`config.mk`:
```
export PLATFORM = sky130hd
export DESIGN_NAME = sensor_reply_frame_checker_core
export DESIGN_NICKNAME = d
export VERILOG_FILES = /design/src/rtl/core/srfc_pkg.sv /design/src/rtl/core/sensor_reply_frame_checker_core.sv
export SDC_FILE = /design/constraint.sdc
export NUM_CORES = 1
export LEC_CHECK = 0
export BUFFER_PORTS_ARGS = -buffer_cell sky130_fd_sc_hd__buf_2
export CORE_ASPECT_RATIO = 0.8
export CORE_MARGIN = 3
export CORE_UTILIZATION = 35
export DETAILED_ROUTE_END_ITERATION = 10
export PLACE_DENSITY = 0.59
export SKIP_LAST_GASP = 1
export SYNTH_ARGS = -nofsm -noshare
export SYNTH_HDL_FRONTEND = slang
export SYNTH_SLANG_ARGS = --single-unit
```
`constraint.sdc`:
```
create_clock -name clock -period 5.6 [get_ports clock]
set_clock_uncertainty 0.2 [all_clocks]
set_input_delay 0.56 -clock clock [delete_from_list [all_inputs] [get_ports clock]]
set_output_delay 0.56 -clock clock [all_outputs]
set_load 0.02 [all_outputs]
```
`src/rtl/core/srfc_pkg.sv`:
```
// Shared types, constants and CRC function of the sensor reply frame checker.
`default_nettype none
package srfc_pkg;

   // Modbus CRC-16 parameters
   localparam logic [15:0] CRC_INIT  = 16'hFFFF;
   localparam logic [15:0] CRC_POLY  = 16'hA001;

   // Expected header bytes
   localparam logic [7:0]  FUNC_CODE = 8'h03;
   localparam logic [7:0]  REG_COUNT = 8'h04;

   // Temperature sign-magnitude fields
   localparam logic [15:0] SIGN_BIT  = 16'h8000;
   localparam logic [15:0] MAG_MASK  = 16'h7FFF;

   // Byte position within a reply
   typedef logic [2:0] pos_type;
   localparam pos_type BYTE_FUNC    = 3'd0;
   localparam pos_type BYTE_COUNT   = 3'd1;
   localparam pos_type BYTE_HUM_HI  = 3'd2;
   localparam pos_type BYTE_HUM_LO  = 3'd3;
   localparam pos_type BYTE_TEMP_HI = 3'd4;
   localparam pos_type BYTE_TEMP_LO = 3'd5;
   localparam pos_type BYTE_CRC_LO  = 3'd6;
   localparam pos_type BYTE_CRC_HI  = 3'd7;

   // Result status codes
   typedef enum logic [1:0] {
      STATUS_OK        = 2'd0,
      STATUS_BAD_FUNC  = 2'd1,
      STATUS_BAD_COUNT = 2'd2,
      STATUS_BAD_CRC   = 2'd3
   } status_type;

   // Result payload widths
   localparam int RSP_DATA_W = 40;

   // One byte through the reflected CRC, low bit first
   function automatic logic [15:0] crc_feed(input logic [15:0] crc_in, input logic [7:0] b);
      logic [15:0] crc;
      crc = crc_in ^ {8'h00, b};
      for (int k = 0; k < 8; k++) begin
         if (crc[0]) begin
            crc = (crc >> 1) ^ CRC_POLY;
         end else begin
            crc = crc >> 1;
         end
      end
      return crc;
   endfunction

endpackage
`default_nettype wire

```
`src/rtl/core/sensor_reply_frame_checker_core.sv`:
```
// Path: a byte is held in the input register; the result of byte 7 is loaded
// into the result register when that byte leaves the input register.
// Throughput: one byte per cycle; the input stage stalls only while a
// finished result waits in the result register and the next byte is byte 7.
// Reset (synchronous, active high) empties both registers, sets the byte
// count to 0, the CRC to 0xFFFF and clears the header error.
`default_nettype none
module sensor_reply_frame_checker_core (
   input  wire logic                            clock,
   input  wire logic                            reset,
   // request channel
   input  wire logic                            req_tvalid,
   output logic                                 req_tready,
   input  wire logic [7:0]                      req_tdata,  // [7:0] data_byte
   input  wire logic                            req_tuser,  // [0] frame_start
   // result channel
   output logic                                 rsp_tvalid,
   input  wire logic                            rsp_tready,
   // [1:0] status, [17:2] temperature_tenths, [33:18] humidity_tenths, [39:34] zero
   output logic [srfc_pkg::RSP_DATA_W-1:0]      rsp_tdata
);
   import srfc_pkg::*;

   // input register
   logic        in_valid_ff, in_valid_in;
   logic [7:0]  in_byte_ff;
   logic        in_start_ff;

   // frame state
   pos_type     pos_ff, pos_in;
   logic [15:0] crc_ff, crc_in;
   logic [1:0]  herr_ff, herr_in;
   logic [15:0] hum_ff, hum_in;
   logic [15:0] temp_ff, temp_in;
   logic [7:0]  crc_lo_ff, crc_lo_in;

   // result register
   logic                   rsp_valid_ff, rsp_valid_in;
   logic [RSP_DATA_W-1:0]  rsp_data_ff, rsp_data_in;

   pos_type     pos;
   logic        out_free;
   logic        advance;
   logic        last_byte;
   logic [15:0] crc_base;
   logic [1:0]  herr_base;
   logic [15:0] got_crc;
   status_type  status;
   logic [15:0] mag;
   logic [15:0] temp_res;
   logic [15:0] hum_res;

   // handshake
   assign pos       = in_start_ff ? BYTE_FUNC : pos_ff;
   assign last_byte = (pos == BYTE_CRC_HI);
   assign out_free  = !rsp_valid_ff || rsp_tready;
   assign advance   = in_valid_ff && (!last_byte || out_free);
   assign req_tready = !in_valid_ff || advance;
   assign in_valid_in = req_tready ? req_tvalid : in_valid_ff;

   // per-byte frame update
   assign crc_base  = (pos == BYTE_FUNC) ? CRC_INIT : crc_ff;
   assign herr_base = (pos == BYTE_FUNC) ? 2'd0 : herr_ff;
   assign got_crc   = {in_byte_ff, crc_lo_ff};

   always_comb begin
      pos_in    = pos_ff;
      crc_in    = crc_ff;
      herr_in   = herr_ff;
      hum_in    = hum_ff;
      temp_in   = temp_ff;
      crc_lo_in = crc_lo_ff;
      if (advance) begin
         pos_in    = pos + 3'd1;
         herr_in   = herr_base;
         crc_in    = (pos < BYTE_CRC_LO) ? crc_feed(crc_base, in_byte_ff) : crc_base;
         case (pos)
            BYTE_FUNC: begin
               if (in_byte_ff != FUNC_CODE) herr_in = STATUS_BAD_FUNC;
            end
            BYTE_COUNT: begin
               if (herr_base == STATUS_OK && in_byte_ff != REG_COUNT) begin
                  herr_in = STATUS_BAD_COUNT;
               end
            end
            BYTE_HUM_HI:  hum_in    = {in_byte_ff, hum_ff[7:0]};
            BYTE_HUM_LO:  hum_in    = {hum_ff[15:8], in_byte_ff};
            BYTE_TEMP_HI: temp_in   = {in_byte_ff, temp_ff[7:0]};
            BYTE_TEMP_LO: temp_in   = {temp_ff[15:8], in_byte_ff};
            BYTE_CRC_LO:  crc_lo_in = in_byte_ff;
            default: ;
         endcase
      end
   end

   // result for byte 7: header fault first, then checksum
   always_comb begin
      if (herr_ff != STATUS_OK) begin
         status = status_type'(herr_ff);
      end else if (got_crc != crc_ff) begin
         status = STATUS_BAD_CRC;
      end else begin
         status = STATUS_OK;
      end
      mag = temp_ff & MAG_MASK;
      if (status == STATUS_OK) begin
         temp_res = ((temp_ff & SIGN_BIT) != 16'd0) ? (16'd0 - mag) : mag;
         hum_res  = hum_ff;
      end else begin
         temp_res = 16'd0;
         hum_res  = 16'd0;
      end
   end

   // result register load and drain
   always_comb begin
      rsp_valid_in = rsp_valid_ff;
      rsp_data_in  = rsp_data_ff;
      if (rsp_tready) rsp_valid_in = 1'b0;
      if (advance && last_byte) begin
         rsp_valid_in = 1'b1;
         rsp_data_in  = {6'd0, hum_res, temp_res, status};
      end
   end

   // control registers
   always_ff @(posedge clock) begin
      if (reset) begin
         in_valid_ff  <= 1'b0;
         pos_ff       <= BYTE_FUNC;
         crc_ff       <= CRC_INIT;
         herr_ff      <= STATUS_OK;
         rsp_valid_ff <= 1'b0;
      end else begin
         in_valid_ff  <= in_valid_in;
         pos_ff       <= pos_in;
         crc_ff       <= crc_in;
         herr_ff      <= herr_in;
         rsp_valid_ff <= rsp_valid_in;
      end
   end

   // payload registers
   always_ff @(posedge clock) begin
      if (req_tready) begin
         in_byte_ff  <= req_tdata;
         in_start_ff <= req_tuser;
      end
      hum_ff      <= hum_in;
      temp_ff     <= temp_in;
      crc_lo_ff   <= crc_lo_in;
      rsp_data_ff <= rsp_data_in;
   end

   assign rsp_tvalid = rsp_valid_ff;
   assign rsp_tdata  = rsp_data_ff;

endmodule
`default_nettype wire

```
Word level (Yosys, flattened, before mapping)
Cells that the tools add are included.
Widths: inputs -> output; s select.
{"block": "word_totals", "inputBits": 13, "output_inout_bits": 42, "word_cells": 90, "register_bits": 106}
{"block": "classes", "eq_ne": 10, "n_reduce_logical": 20, "n_lt_le_gt_ge": 1, "addsub": 2, "bitwise_logic": 13, "mux": 29}
{"operator": "$mux 16", "n": 17}
{"operator": "$pmux 16 s2", "n": 2}
{"operator": "$not 2->3", "n": 8}
{"operator": "$ne 16x16->1", "n": 1}
{"operator": "$sub 1x15->16 const A", "n": 1}
{"operator": "$xor 16x8->16", "n": 1}
{"operator": "$mux 15", "n": 1}
{"operator": "$eq 3x3->1 const B", "n": 4}
{"operator": "$reduce_and 3->1", "n": 4}
{"operator": "$mux 2", "n": 5}
{"operator": "$ne 8x2->1 const B", "n": 1}
{"operator": "$ne 8x3->1 const B", "n": 1}
{"operator": "$eq 3x2->1 const B", "n": 2}
{"operator": "$logic_not 2->1", "n": 2}
{"operator": "$not 1->1", "n": 4}
{"operator": "$pmux 2 s2", "n": 1}
{"operator": "$reduce_and 2->1", "n": 2}
{"operator": "$reduce_bool 2->1", "n": 2}
{"operator": "$add 3x1->3 const B", "n": 1}
{"operator": "$eq 3x1->1 const B", "n": 1}
{"operator": "$logic_and 1x1->1", "n": 3}
{"operator": "$logic_not 1->1", "n": 3}
{"operator": "$logic_not 3->1", "n": 1}
{"operator": "$logic_or 1x1->1", "n": 3}
{"operator": "3 further kinds", "n": 4}

Depth between registers and ports, before layout
{"block": "depth", "ltp_word": 28, "ltp_mapped": 10, "ltp_nobuf": 9}

Worst setup path before layout
Ideal clock, no wire load.
{"block": "synth_path", "path_type": "register to register", "from": "register in_start_ff", "to": "register temp_ff[10], enable pin", "setup_ps": 398, "t_required_ps": 5002, "period_less_slack_ps": 2787, "t_arrival_ps": 2189, "slack_ps": 2813, "stages_incl_launch_ff": 7, "path_buffers": 1, "path_cell_list": "edfxtp_1 and2b_4 clkbuf_1 ha_1 nand3b_1 nand2_1 nor4b_1"}
{"block": "synth_between", "elab_chain_len": 6, "elab_cells_between_ends": 9, "classes_between": "3 x eq/ne; 1 x mux; 1 x bitwise; 4 x reduce/logical"}
{"item": "start: declaration", "line_no": "sensor_reply_frame_checker_core.sv:27", "text": "logic in_start_ff;"}
{"item": "start signal: assignment", "line_no": "sensor_reply_frame_checker_core.sv:147", "text": "in_start_ff <= req_tuser;"}
{"item": "$mux 3 (*)", "line_no": "sensor_reply_frame_checker_core.sv:54", "text": "assign pos = in_start_ff ? BYTE_FUNC : pos_ff;"}
{"item": "$eq 3x3->1", "line_no": "sensor_reply_frame_checker_core.sv:55", "text": "assign last_byte = (pos == BYTE_CRC_HI);"}
{"item": "$logic_not 1->1", "line_no": "sensor_reply_frame_checker_core.sv:57", "text": "assign advance = in_valid_ff && (!last_byte || out_free);"}
{"item": "$logic_or 1x1->1", "line_no": "sensor_reply_frame_checker_core.sv:57"}
{"item": "$logic_and 1x1->1", "line_no": "sensor_reply_frame_checker_core.sv:57"}
{"item": "$reduce_and 3->1 (no line) (*)"}
{"item": "end signal: assignment", "line_no": "sensor_reply_frame_checker_core.sv:150", "text": "temp_ff <= temp_in;"}
{"item": "end: declaration", "line_no": "sensor_reply_frame_checker_core.sv:34", "text": "logic [15:0] temp_ff, temp_in;"}
Mark *: on every way between the ends. The rest lies on a longest branch, timed or not.
A chain may end at the register's enable or synchronous reset.

Worst setup path in the final report
{"block": "layout_path", "from": "register in_start_ff", "to": "output req_tready"}
{"block": "layout_between", "elab_chain_len": 6}
{"item": "$mux 3", "line_no": "sensor_reply_frame_checker_core.sv:54"}
{"item": "$eq 3x3->1", "line_no": "sensor_reply_frame_checker_core.sv:55"}
{"item": "$logic_not 1->1", "line_no": "sensor_reply_frame_checker_core.sv:57"}
{"item": "$logic_or 1x1->1", "line_no": "sensor_reply_frame_checker_core.sv:57"}
{"item": "$logic_and 1x1->1", "line_no": "sensor_reply_frame_checker_core.sv:57"}
{"item": "$logic_or 1x1->1", "line_no": "sensor_reply_frame_checker_core.sv:58", "text": "assign req_tready = !in_valid_ff || advance;"}
{"item": "end: declaration", "line_no": "sensor_reply_frame_checker_core.sv:13", "text": "output logic req_tready,"}
No other way between the ends.

==> results.ini <==
[run_status]
status = finished clean

[finish]
antenna_cells = 0
finalNetCount = 462
final_area_sq_um = 5500
final_core_util = 0.417
area_growth_pct = 13.2
drive_gt1_frac = 0.163

[drt]
viasPerCell = 4.75
dr.pass1.iters = 4
routed-wl-met3_microns = 595
vias = 2955
routed_wl_mm = 9.20
routedWlPerCell_microns = 14.8
wl_met2_mm = 3.95
top_layer_used = met4
ant_nets = 0
wl_met1_mm = 4.52
drc = 0
drtIter0Drc = 143

[yosys]
async_flop_share = 0
synth-adder-area-share = 0.0180
synth.avg_cell_area_sq_um = 12.0
ys_seq_area_frac = 0.607
synth_cells = 405
synth_edf_count = 83
synth_xor_area_frac = 0.113
synth_warnings = 0
synth_ff_type = edfxtp_1
synth_top_family_by_area = simple AND/OR/NAND/NOR gates
synth_cell_types = 46
syn_area_sq_um = 4860
ys_ff_latch = 106
synth_mux_area_frac = 0.00206
yosys.area_share.simple = 0.166
synth_compound_area_frac = 0.0566

[sta]
fin_crit_sh = 0.538
slew_violations = 0
layout_min_cycle_time_ns = 3.01
tns_ns = 0
rsz0062_at_grt = no
fmax_mhz = 332
finalSetupViolations = 0
slew-limit-headroom = 0.288
final_hold_viol_count = 0
tightestPinTransition_ns = 1.06

[global_routing]
grt_overflow = 0
grt_pass1_vias = 2881
grt_usage = 0.125
antenna_found_initial = 0
grt_pass1_wl_mm = 15.0
grt_max_degree = 35

[place]
place_hpwl_mm = 6.39
place.gp.congestion = 0.829
dpl_cell_area_sq_um = 5220
portBuffers = 48

[power]
p_clk_frac = 0.383
total_power_w = 0.00157
p_sw_frac = 0.232
p_sw_w = 0.000364
intPower_w = 0.00121
p_comb_frac = 0.058
leakage_nw = 2.05
powerDensity_nw_per_um2 = 285
power_frac_seq = 0.560
worst_ir_drop_vdd_v = 0.000156

[run]
max-cap-violations = 0

[critical_path]
critical_path.endpoint_type = output port
arrival_ns = 2.25
r2r_slack_ns = 2.64
r2r_end = crc_ff[15]$_SDFFE_PP1P_
r2r-start = in_start_ff$_DFFE_PP_
crit_end = req_tready
startpoint = in_start_ff$_DFFE_PP_
path_class = reg2out
cp_data_required_time_ns = 4.84
worstPathMaxFanout = 11
reg2regPathDepth = 9
setup.worst_path.start_class = flop

[cts]
h-tree-depth = 3
clk_pin_slew_ns = 0.07
cts_root_buffer = clkbuf_16
post_cts_buffers = 0
worstSkewPairLatency_ns = 0.34
cts_buffer_depth = 2
cts_buffers = 9
cts_hold_buffers = 0
cts.repair.resized = 0
clkSinkCount = 106
tritoncts = built

[floorplan]
initial_utilization = 0.368
core_area_sq_um = 13200
ioPinCount = 55
fp.dieH_microns = 111
die_x_microns = 138
dieArea_sq_um = 15300
core.rowCount = 37

[min_path]
hold_path.class = in2reg

==> cell usage in the layout (no fill, tap or decap), types with 14 or more instances in the layout <==
cell type / Yosys / layout
xor2_1: 16 / 16
dfxtp_1: 23 / 23
and3_1: 29 / 29
and2_1: 18 / 18
edfxtp_1: 83 / 83
xnor2_1: 44 / 44
buf_2: 6 / 48
nor2_1: 34 / 34
nor3_1: 14 / 14
nand2_1: 21 / 21
==> synthesized netlist by cell type (2+ instances only) <==
library cell / count / area [sq um]
xnor2_1: 44 / 385
clkbuf_1: 18 / 67.6
buf_2: 6 / 30.0
and3_1: 29 / 181
dfxtp_1: 23 / 460
nor3_1: 14 / 70.1
o211ai_1: 8 / 60.1
ha_1: 7 / 87.6
nor2_1: 34 / 128
nor2b_1: 12 / 75.1
and2_1: 18 / 113
o31ai_1: 3 / 22.5
o21ai_1: 6 / 30.0
buf_4: 6 / 45.0
a21oi_1: 12 / 60.1
xor2_1: 16 / 140
nand4_1: 4 / 25.0
o21bai_1: 2 / 15.0
o21ai_0: 2 / 10.0
or3_1: 5 / 31.3
nand2_1: 21 / 78.8
or4_1: 2 / 15.0
edfxtp_1: 83 / 2490
nor4_1: 2 / 12.5
inv_1: 7 / 26.3
==> logic make-up (layout without fill, tap and decap cells) <==
group,Yosys count,after routing
AOI/OAI and AO/OA,41,41
DFF,106,106
and+or+nand+nor,150,150
other,1,6
muxes,1,1
adders and majority gates,7,7
buffers and inverters,38,75
xor gates and xnor gates,61,61
==> sequential cells by signal (all words and copies together), names as in the netlist <==
register	count
crc_lo_ff	8
herr_ff	2
pos_ff	3
in_start_ff	1
rsp_tvalid	1
hum_ff	16
rsp_tdata	34
temp_ff	16
in_valid_ff	1
in_byte_ff	8
crc_ff	16
==> per-layer routing <==
metal,global-route usage,vias up
met5,0,-
met4,0.0402,0
met3,0.0348,13
met2,0.182,87
met1,0.182,1368
li1,-,1487
==> power by group through the flow <==
| stage | sequential, W | clock (W) | combinational, W |
|---|---|---|---|
| final | 0.000879 | 0.000601 | 0.0000908 |
| after global routing | 0.000882 | 0.000654 | 0.000101 |
| after CTS | 0.000880 | 0.000623 | 0.0000908 |
| after detailed placement | 0.000898 | 0 | 0.0000903 |
| after global placement | 0.000898 | 0 | 0.0000904 |
| after floorplan | 0.000878 | 0 | 0.0000891 |
==> worst min path at each step <==
stage,cells past startpoint,start,to
global placement,2,pos_ff[1]$_SDFFE_PP0P_,pos_ff[1]$_SDFFE_PP0P_
global route,1,req_tdata[4],in_byte_ff[4]$_DFFE_PP_
finish,1,req_tdata[5],in_byte_ff[5]$_DFFE_PP_
floorplan,0,in_byte_ff[0]$_DFFE_PP_,crc_lo_ff[0]$_DFFE_PP_
detailed placement,2,pos_ff[1]$_SDFFE_PP0P_,pos_ff[1]$_SDFFE_PP0P_
CTS,1,req_tdata[5],in_byte_ff[5]$_DFFE_PP_
==> area by class of cell <==
cell class	count	area (sq um)
Fill cell	1264	7690
Sequential cell	106	2950
Tap cell	175	219
Timing Repair Buffer	51	263
Multi-Input combinational cell	266	1750
Clock buffer	9	225
Inverter	8	32.5
Clock inverter	7	60.1
==> stage by stage <==
step                hold WS, ns  setup slack [ns]  cells
detailed placement        0.258              2.69    606
global route              0.176              2.33    622
global placement          0.248              2.81    606
finish                    0.185              2.59    622
CTS                       0.171              2.54    622
floorplan                 0.221              2.81    410
==> worst max-delay path, stage by stage (launching register included) <==
cell and delay, ns:
edfxtp_1 0.42, nor2b_1 0.32, ha_1 0.25, ha_1 0.22
nand3_1 0.39, buf_2 0.31
Note: power is estimated with default switching activity, not from simulation.
